File: src/rtl/prf_pkg.sv
`timescale 1ns / 1ps

package prf_pkg;

	localparam int BYTE_W = 8;
	localparam int LEN_W = 6;

	localparam logic [LEN_W-1:0] MIN_LENGTH_RESET = 6'd4;
	localparam logic [BYTE_W-1:0] LINE_END = 8'h0A;
	localparam logic [BYTE_W-1:0] TAB_CHAR = 8'h09;
	localparam logic [BYTE_W-1:0] TEXT_LOW = 8'h20;
	localparam logic [BYTE_W-1:0] TEXT_HIGH = 8'h7E;

	typedef logic [BYTE_W-1:0] byte_t;

	function automatic logic is_text(input byte_t b);
		logic r;
		r = (b == TAB_CHAR) || ((b >= TEXT_LOW) && (b <= TEXT_HIGH));
		return r;
	endfunction

endpackage

File: src/rtl/printable_run_filter_unit.sv
`timescale 1ns / 1ps

// Printable run filter. Bytes enter on the s_axis group, one per beat, and
// the kept text leaves on the m_axis group, one character per beat, with
// tlast marking the final character caused by an input byte. The cfg channel
// writes min_length; it is always ready, and the user must write it only
// while the block is idle; the block itself does not enforce this.
// A byte that is stored into the run buffer or dropped produces no output
// beat. A byte that needs no buffer flush produces its one beat in the
// output register on the next cycle. A byte that finds a full buffer not
// yet emitted starts a flush: the buffer memory is read one entry per cycle
// while the receiver takes the beats, each entry goes out as one beat and
// then the final character, and no input byte is accepted until it is done.
// The output register decouples the sides: a new byte is taken while a
// result waits only when that waiting beat is taken in the same cycle.
// When the receiver stalls, the beat holds and the flush and the input both
// wait.
// After reset the run is empty, min_length is 4 and the output is empty. The
// buffer memory is not cleared; an entry is always written before it is read.
module printable_run_filter_unit #(
	parameter int MAX_MIN_LENGTH = 32
) (
	input  logic                clk,
	input  logic                arst_n,
	input  logic                s_axis_tvalid,
	output logic                s_axis_tready,
	input  prf_pkg::byte_t      s_axis_tdata,   // [7:0] in_byte
	output logic                m_axis_tvalid,
	input  logic                m_axis_tready,
	output prf_pkg::byte_t      m_axis_tdata,   // [7:0] out_byte
	output logic                m_axis_tlast,
	input  logic                cfg_valid,
	output logic                cfg_ready,
	input  logic [prf_pkg::LEN_W-1:0] cfg_data
);
	import prf_pkg::*;

	localparam int AW = (MAX_MIN_LENGTH > 1) ? $clog2(MAX_MIN_LENGTH) : 1;
	localparam int CW = $clog2(MAX_MIN_LENGTH + 1);
	localparam logic [CW-1:0] MAX_LEN = CW'(MAX_MIN_LENGTH);

	localparam logic ST_IDLE = 1'b0;
	localparam logic ST_FLUSH = 1'b1;

	byte_t run_mem [MAX_MIN_LENGTH];

	logic [LEN_W-1:0] min_length_q;
	logic [CW-1:0] run_count_q;
	logic flush_pending_q;
	logic state_q;
	logic [CW-1:0] idx_q;
	byte_t tail_byte_q;
	byte_t rd_data_s1;
	logic rdv_s1;
	logic out_valid_q;
	byte_t out_byte_q;
	logic out_last_q;

	logic [CW-1:0] m_eff;
	logic out_free;
	logic in_beat;
	logic in_text;
	logic move;
	logic issue;
	logic tail;

	always_comb begin
		if (min_length_q > LEN_W'(MAX_MIN_LENGTH)) begin
			m_eff = MAX_LEN;
		end else begin
			m_eff = CW'(min_length_q);
		end
	end

	assign out_free = !out_valid_q || m_axis_tready;
	assign s_axis_tready = (state_q == ST_IDLE) && out_free;
	assign in_beat = s_axis_tvalid && s_axis_tready;
	assign in_text = is_text(s_axis_tdata);
	assign move = (state_q == ST_FLUSH) && rdv_s1 && out_free;
	assign issue = (state_q == ST_FLUSH) && (idx_q < m_eff) && (!rdv_s1 || move);
	assign tail = (state_q == ST_FLUSH) && (idx_q >= m_eff) && !rdv_s1 && out_free;
	assign cfg_ready = 1'b1;

	assign m_axis_tvalid = out_valid_q;
	assign m_axis_tdata = out_byte_q;
	assign m_axis_tlast = out_last_q;

	always_ff @(posedge clk) begin
		if (in_beat && (run_count_q < m_eff) && in_text) begin
			run_mem[run_count_q[AW-1:0]] <= s_axis_tdata;
		end
		if (issue) begin
			rd_data_s1 <= run_mem[idx_q[AW-1:0]];
		end
	end

	always_ff @(posedge clk or negedge arst_n) begin
		if (!arst_n) begin
			min_length_q <= MIN_LENGTH_RESET;
		end else if (cfg_valid && cfg_ready) begin
			min_length_q <= cfg_data;
		end
	end

	always_ff @(posedge clk or negedge arst_n) begin
		if (!arst_n) begin
			run_count_q <= '0;
			flush_pending_q <= 1'b1;
			state_q <= ST_IDLE;
			idx_q <= '0;
			rdv_s1 <= 1'b0;
		end else begin
			case (state_q)
				ST_IDLE: begin
					if (in_beat) begin
						if (run_count_q < m_eff) begin
							if (in_text) begin
								run_count_q <= run_count_q + 1'b1;
								flush_pending_q <= 1'b1;
							end else begin
								run_count_q <= '0;
								flush_pending_q <= 1'b0;
							end
						end else begin
							flush_pending_q <= 1'b0;
							if (!in_text) begin
								run_count_q <= '0;
							end
							if (flush_pending_q && (m_eff != '0)) begin
								state_q <= ST_FLUSH;
								idx_q <= '0;
							end
						end
					end
				end
				ST_FLUSH: begin
					if (issue) begin
						idx_q <= idx_q + 1'b1;
						rdv_s1 <= 1'b1;
					end else if (move) begin
						rdv_s1 <= 1'b0;
					end
					if (tail) begin
						state_q <= ST_IDLE;
					end
				end
				default: begin
					state_q <= ST_IDLE;
				end
			endcase
		end
	end

	always_ff @(posedge clk) begin
		if (in_beat && (state_q == ST_IDLE)) begin
			tail_byte_q <= in_text ? s_axis_tdata : LINE_END;
		end
	end

	always_ff @(posedge clk or negedge arst_n) begin
		if (!arst_n) begin
			out_valid_q <= 1'b0;
		end else if ((in_beat && (run_count_q >= m_eff)
				&& !(flush_pending_q && (m_eff != '0))) || move || tail) begin
			out_valid_q <= 1'b1;
		end else if (m_axis_tready) begin
			out_valid_q <= 1'b0;
		end
	end

	always_ff @(posedge clk) begin
		if (move) begin
			out_byte_q <= rd_data_s1;
			out_last_q <= 1'b0;
		end else if (tail) begin
			out_byte_q <= tail_byte_q;
			out_last_q <= 1'b1;
		end else if (in_beat && (run_count_q >= m_eff)) begin
			out_byte_q <= in_text ? s_axis_tdata : LINE_END;
			out_last_q <= 1'b1;
		end
	end

	a_rdv_only_in_flush: assert property (@(posedge clk) disable iff (!arst_n)
		rdv_s1 |-> (state_q == ST_FLUSH))
		else $error("read data valid outside a flush");

	a_idx_bound: assert property (@(posedge clk) disable iff (!arst_n)
		(state_q == ST_FLUSH) |-> (idx_q <= m_eff))
		else $error("flush index ran past the buffer length");

	a_count_bound: assert property (@(posedge clk) disable iff (!arst_n)
		run_count_q <= MAX_LEN)
		else $error("run count above buffer depth");

	a_tail_returns_idle: assert property (@(posedge clk) disable iff (!arst_n)
		tail |=> (state_q == ST_IDLE) && out_valid_q && out_last_q)
		else $error("flush did not end with a final beat");

endmodule

File: config.mk
export PLATFORM = sky130hd
export DESIGN_NAME = printable_run_filter_unit
export DESIGN_NICKNAME = d
export VERILOG_FILES = /design/src/rtl/prf_pkg.sv /design/src/rtl/printable_run_filter_unit.sv
export SDC_FILE = /design/constraint.sdc
export NUM_CORES = 1
export LEC_CHECK = 0
export ABC_AREA = 1
export BUFFER_PORTS_ARGS = -buffer_cell sky130_fd_sc_hd__buf_4
export CORE_MARGIN = 2
export CORE_UTILIZATION = 32
export CTS_CLUSTER_DIAMETER = 80
export DETAILED_ROUTE_END_ITERATION = 10
export PLACE_DENSITY = 0.46
export SLEW_MARGIN = 20
export SYNTH_ARGS = -nofsm -noshare
export SYNTH_HDL_FRONTEND = slang
export SYNTH_SLANG_ARGS = --single-unit
File: constraint.sdc
create_clock -name clk -period 6 [get_ports clk]
set_clock_uncertainty 0.15 [all_clocks]
set_input_delay 1.2 -clock clk [delete_from_list [all_inputs] [get_ports clk]]
set_output_delay 1.2 -clock clk [all_outputs]
set_load 0.02 [all_outputs]
Yosys cells after proc, flatten, opt, wreduce, memory -nomap -nowiden
Memories as Yosys holds them, arrays and structs flattened. A register that Yosys moved wholly into a read port is not among the register bits.
Cells that the tools add are included.
{ "word_totals": {"reg_bits": 39, "ram_bits": 256, "input_bits": 19, "out_inout_bits": 12, "wordCells": 88, "n_memories": 1} }
{ "op_classes": {"add_sub_neg": 2, "order_cmp": 7, "n_eq_ne": 6, "mux": 28, "bitwise_logic": 1, "n_reduce_logical": 33} }
{ "mem_list": {"columns": ["name", "depth", "word_bits", "rd", "rd_ports_with_merged_regs", "write_ports", "line", "text"], "rows": [
  ["run_mem", 32, 8, 1, 1, 1, "printable_run_filter_unit.sv:45", "byte_t run_mem [MAX_MIN_LENGTH];"]
]} }
{ "ops": {"columns": ["cell", "n"], "rows": [
  ["6-bit two-way mux", 8],
  ["8-bit two-way mux", 4],
  ["1-bit logical AND", 16],
  ["1-bit two-way mux", 14],
  ["6-bit by 1-bit adder with 6-bit output (second input constant)", 2],
  ["6-bit greater-or-equal comparator", 2],
  ["6-bit < comparator", 2],
  ["6-bit one-hot mux with 2 select lines", 1],
  ["8-bit by 4-bit equality test with 1-bit output (second input constant)", 1],
  ["8-bit by 6-bit greater-or-equal comparator with 1-bit output (second input constant)", 1],
  ["8-bit by 7-bit less-or-equal comparator with 1-bit output (second input constant)", 1],
  ["6-bit > comparator (second input constant)", 1],
  ["2-bit by 1-bit != test with 1-bit output (second input constant)", 3],
  ["2-bit nonzero test", 3],
  ["6-bit nonzero test", 1],
  ["1-bit logical OR", 5],
  ["2-bit != test (second input constant)", 2],
  ["2-bit AND reduction", 2],
  ["4-bit AND reduction", 1],
  ["1-bit zero test", 3],
  ["3-bit AND reduction", 1],
  ["3-bit nonzero test", 1],
  ["1-bit one-hot mux with 2 select lines", 1],
  ["1-bit NOT", 1]
]} }

Logic depth before layout (Yosys ltp)
{ "depth": {"word_depth": 9, "depth_mapped": 15, "ltp_nobuf": 14} }

Least setup slack after synthesis
No wires, ideal clock.
{ "synth_timing": {"path_type": "input to register", "startpoint": "in m_axis_tready", "endpoint": "mem run_mem[12][0] (netlist bit), enable pin", "setup_time_ps": 370, "arrival_time_ps": 2647, "required_ps": 5480, "slack_ps": 2832, "stages": 8, "n_path_buf": 0, "path_cell_list": "nor2_2 nor2_2 nand2_1 inv_2 nand2_1 nor2_8 nand2_4 nor2_1"} }
{ "synth_via": {"elab_chain_len": 7} }
{ "synth_rtl": {"columns": ["element", "line", "text"], "rows": [
  ["from (decl)", "printable_run_filter_unit.sv:29", "input logic m_axis_tready,"],
  ["1-bit logical OR", "printable_run_filter_unit.sv:75", "assign out_free = !out_valid_q || m_axis_tready;"],
  ["1-bit logical AND", "printable_run_filter_unit.sv:76", "assign s_axis_tready = (state_q == ST_IDLE) && out_free;"],
  ["named net s_axis_tready", "printable_run_filter_unit.sv:26", "output logic s_axis_tready,"],
  ["1-bit logical AND", "printable_run_filter_unit.sv:77", "assign in_beat = s_axis_tvalid && s_axis_tready;"],
  ["1-bit logical AND (2 in series)", "printable_run_filter_unit.sv:89", "if (in_beat && (run_count_q < m_eff) && in_text) begin"],
  ["1-bit two-way mux", "printable_run_filter_unit.sv:89", null],
  ["1-bit two-way mux (implied by the code)", "printable_run_filter_unit.sv:90", "run_mem[run_count_q[AW-1:0]] <= s_axis_tdata;"],
  ["to (decl)", "printable_run_filter_unit.sv:45", null]
]} }
The timed path passes the listed nets, and every way through them passes these cells.

Worst setup path in the final report
{ "layout_timing": {"startpoint": "reg idx_q[0]", "endpoint": "reg rd_data_s1[7], read port of run_mem (data pin)"} }
{ "layout_via": {"elab_chain_len": 3} }
{ "layout_rtl": {"columns": ["element", "line", "text"], "rows": [
  ["from (decl)", "printable_run_filter_unit.sv:51", "logic [CW-1:0] idx_q;"],
  ["from (signal assigned)", "printable_run_filter_unit.sv:138", "idx_q <= idx_q + 1'b1;"],
  ["6-bit < comparator", "printable_run_filter_unit.sv:80", "assign issue = (state_q == ST_FLUSH) && (idx_q < m_eff) && (!rdv_s1 || move);"],
  ["1-bit logical AND (2 in series)", "printable_run_filter_unit.sv:80", null],
  ["to (decl)", "printable_run_filter_unit.sv:53", "byte_t rd_data_s1;"]
]} }
Parallel ways exist; a longest one is shown, timed or not.
A chain may end at the register's enable or synchronous reset.

==> reports/results.txt <==
status: finished, final reports clean
reg-to-reg startpoint: idx_q[0]
Slew Limit Fails: 0
initial antenna violation count: 0
Clock Latency Late Sink: 0.52 ns
Pre-antenna DRT Iters: 4
Synth top area share: 0.644
Worst Setup End Kind: flop
vias in the first global route: 8292
Die Span X: 206 um
Avg Cell Area, Syn: 11.1 um^2
Total Negative Setup Slacks: 0 ns
CTS Buffer Depth: 3
CTS tree: built
share of post-route cells with drive strength above 1: 0.0905
Peak VDD IR: 0.207 mV
CTS clk-pin slew, worst paths: 0.06 ns
die height: 206 um
Hold Vio Cnt, Final: 0
GRT Total Usage: 0.161
# rows: 73
via count: 8344
cell taking the most area after synthesis: edfxtp_1
final setup fails: 0
Slew HR: 0.350
largest fanout on the critical path: 91
static leakage: 5.35 nW
post-CTS sizing: 0
Mapped Nets: 1215
Initial Util: 0.326
number of buffers created by CTS: 35
period utilisation layout: 0.589
Diodes inserted: 0
cells after synthesis: 1179
Final nets: 1229
IO Count: 31
Max-cap violations: 0
Avg WL per Cell: 19.2 um
Post-Route WL: 33400 um
critical path class: flop to flop
Ys Warns: 0
flops & latches, synth: 303
Final Util: 0.367
post-synthesis sequential area ratio: 0.688
Hold WC Path Type: flop to flop
Max Clk Rate: 283 MHz
CTS Hold Buffers Added: 0
CTS sink cnt: 303
DRC: 0
largest net degree at the start of global routing: 92
1st-iter DRT viols: 591
Antenna Nets Post-Route: 0
Pwr per Cell Area: 431 nW/um^2
routability cong.: 0.799
crit start category: flop
fin crit period: 3.54 ns
worst-margin pin slew: 0.972 ns
H-tree depth: 2
Critical Path RT: 6.13 ns
grt ovf: 0
crit path launch: idx_q[0]
Post-Layout Cell Count: 1741
Area Growth Syn to Fin: 12.6%
total placed cells including tap cells: 1681
die area: 42400 um^2
mapped cell area: 13000 um^2
post-CTS setup buffers: 0
clk root buf: clkbuf_16
hold path start: m_axis_tlast
CORE AREA: 40000 um^2
vias per std cell: 4.79
DP Wirelength: 20600 um
buffers added on ports: 29
count of cell types in the netlist: 37
Worst EP arrival: 3.66 ns
first-pass GRT wire length: 50400 um
Synth area leaders: edfxtp_1 64%, nor2_1 7.1%, nand2_1 5.6%
RSZ-0062 raised after global routing: false
Final Power: 6.33 mW
[flip-flops by register name, indices dropped and copies added (netlist names)]
| name | cells |
|---|---|
| rdv_s1 | 1 |
| state_q | 1 |
| m_axis_tvalid | 1 |
| idx_q | 6 |
| m_axis_tdata | 8 |
| run_count_q | 6 |
| run_mem | 256 |
| min_length_q | 6 |
| flush_pending_q | 1 |
| tail_byte_q | 8 |
| m_axis_tlast | 1 |
| rd_data_s1 | 8 |
[logic make-up (layout without fill, tap and decap cells)]
logic type               count (synthesis)  in the layout  synth area share
AO/OA/AOI/OAI                          196            196            0.0796
XOR/XNOR                                 4              4           0.00268
adder cells (fa/ha/maj)                 17             17            0.0163
buffers and inverters                  109            146            0.0378
flip-flops                             303            303             0.688
multiplexers                             1              1          0.000863
other                                    2              2          0.000576
AND/OR/NAND/NOR                        547            547             0.174
[placed cells by master, fill, tap and decap left out, types with 2 or more instances in the layout]
cell type / n
a21o_1: 2
dfrtp_1: 19
o211ai_2: 6
inv_2: 5
nor2_1: 246
nor3_1: 2
a21oi_1: 4
nor3b_1: 2
o21ai_1: 80
conb_1: 2
nor2_2: 2
clkinv_2: 8
nand3b_1: 5
inv_1: 38
clkbuf_1: 8
or2_2: 2
nand2_4: 4
ha_1: 17
clkbuf_16: 35
clkinv_1: 13
buf_4: 36
o21ai_0: 101
edfxtp_1: 280
nand2_2: 2
nand3_1: 83
xor2_1: 4
nand2_1: 195
dfstp_2: 2
o211ai_1: 3
[path summary, 6_finish.rpt]
path | end | slack (ns) | cells past startpoint
worst min-delay path | m_axis_tlast | 0.32 | 2
worst min register to register | m_axis_tlast | 0.32 | 2
worst max register to register | rd_data_s1[7] | 2.46 | 10
worst max-delay path | rd_data_s1[7] | 2.46 | 10
max in group asynchronous | min_length_q[2] | 4.97 | 1
min in group asynchronous | run_count_q[1] | 0.44 | 1
[critical path: stages, from the launching register on]
cell,delay (ns)
dfrtp_4,0.79
clkinv_2,0.14
buf_4,0.45
buf_4,0.78
nand2_1,0.11
o211ai_1,0.14
nand2_1,0.07
nand2_1,0.06
nand3_1,0.23
nand3_1,0.20
nand2_1,0.07
[routing by layer]
metal	GRT usage	share of wire
met1	0.229	0.47
met2	0.252	0.46
met3	0.0292	0.049
met4	0.0431	0.019
met5	0	0
[per-stage QoR]
step / hold WS, ns / cell area (um^2) / worst slack (ns)
2_1_floorplan: 0.319 / 13000 / 2.83
3_3_place_gp: 0.303 / 13700 / 2.14
3_5_place_dp: 0.303 / 13700 / 2.10
4_1_cts: 0.317 / 14700 / 2.48
5_1_grt: 0.333 / 14700 / 2.20
6_report: 0.316 / 14700 / 2.46
[power breakdown]
part,switching [mW],leakage [nW],internal [mW]
Combinational,1.25,2.04,0.545
Clock,0.815,0.496,1.11
Sequential,0.150,2.81,2.47
Total,2.21,5.35,4.12
[layout make-up]
cell class	instances	area, um^2
fillers	3984	25300
flip-flops and latches	303	8980
multi-input cells	767	3570
clock buffers	43	906
well taps	525	657
repair buffers	36	270
inverters	50	190
clock inverters	17	106
[cell usage after synthesis (all sizes together)]
cell and count:
dfstp 2, inv 45, nand2 201, clkinv 5
or2 2, buf 38, o21ai 181, a21o 2
nor2 249, edfxtp 280, clkbuf 21, dfxtp 1
nor3 3, a21oi 4, nor3b 2, nand4 1
nand3 84, nand3b 5, xor2 4, mux2 1
ha 17, conb 2, o211ai 9, dfrtp 20
(Power assumes the default switching activity.)
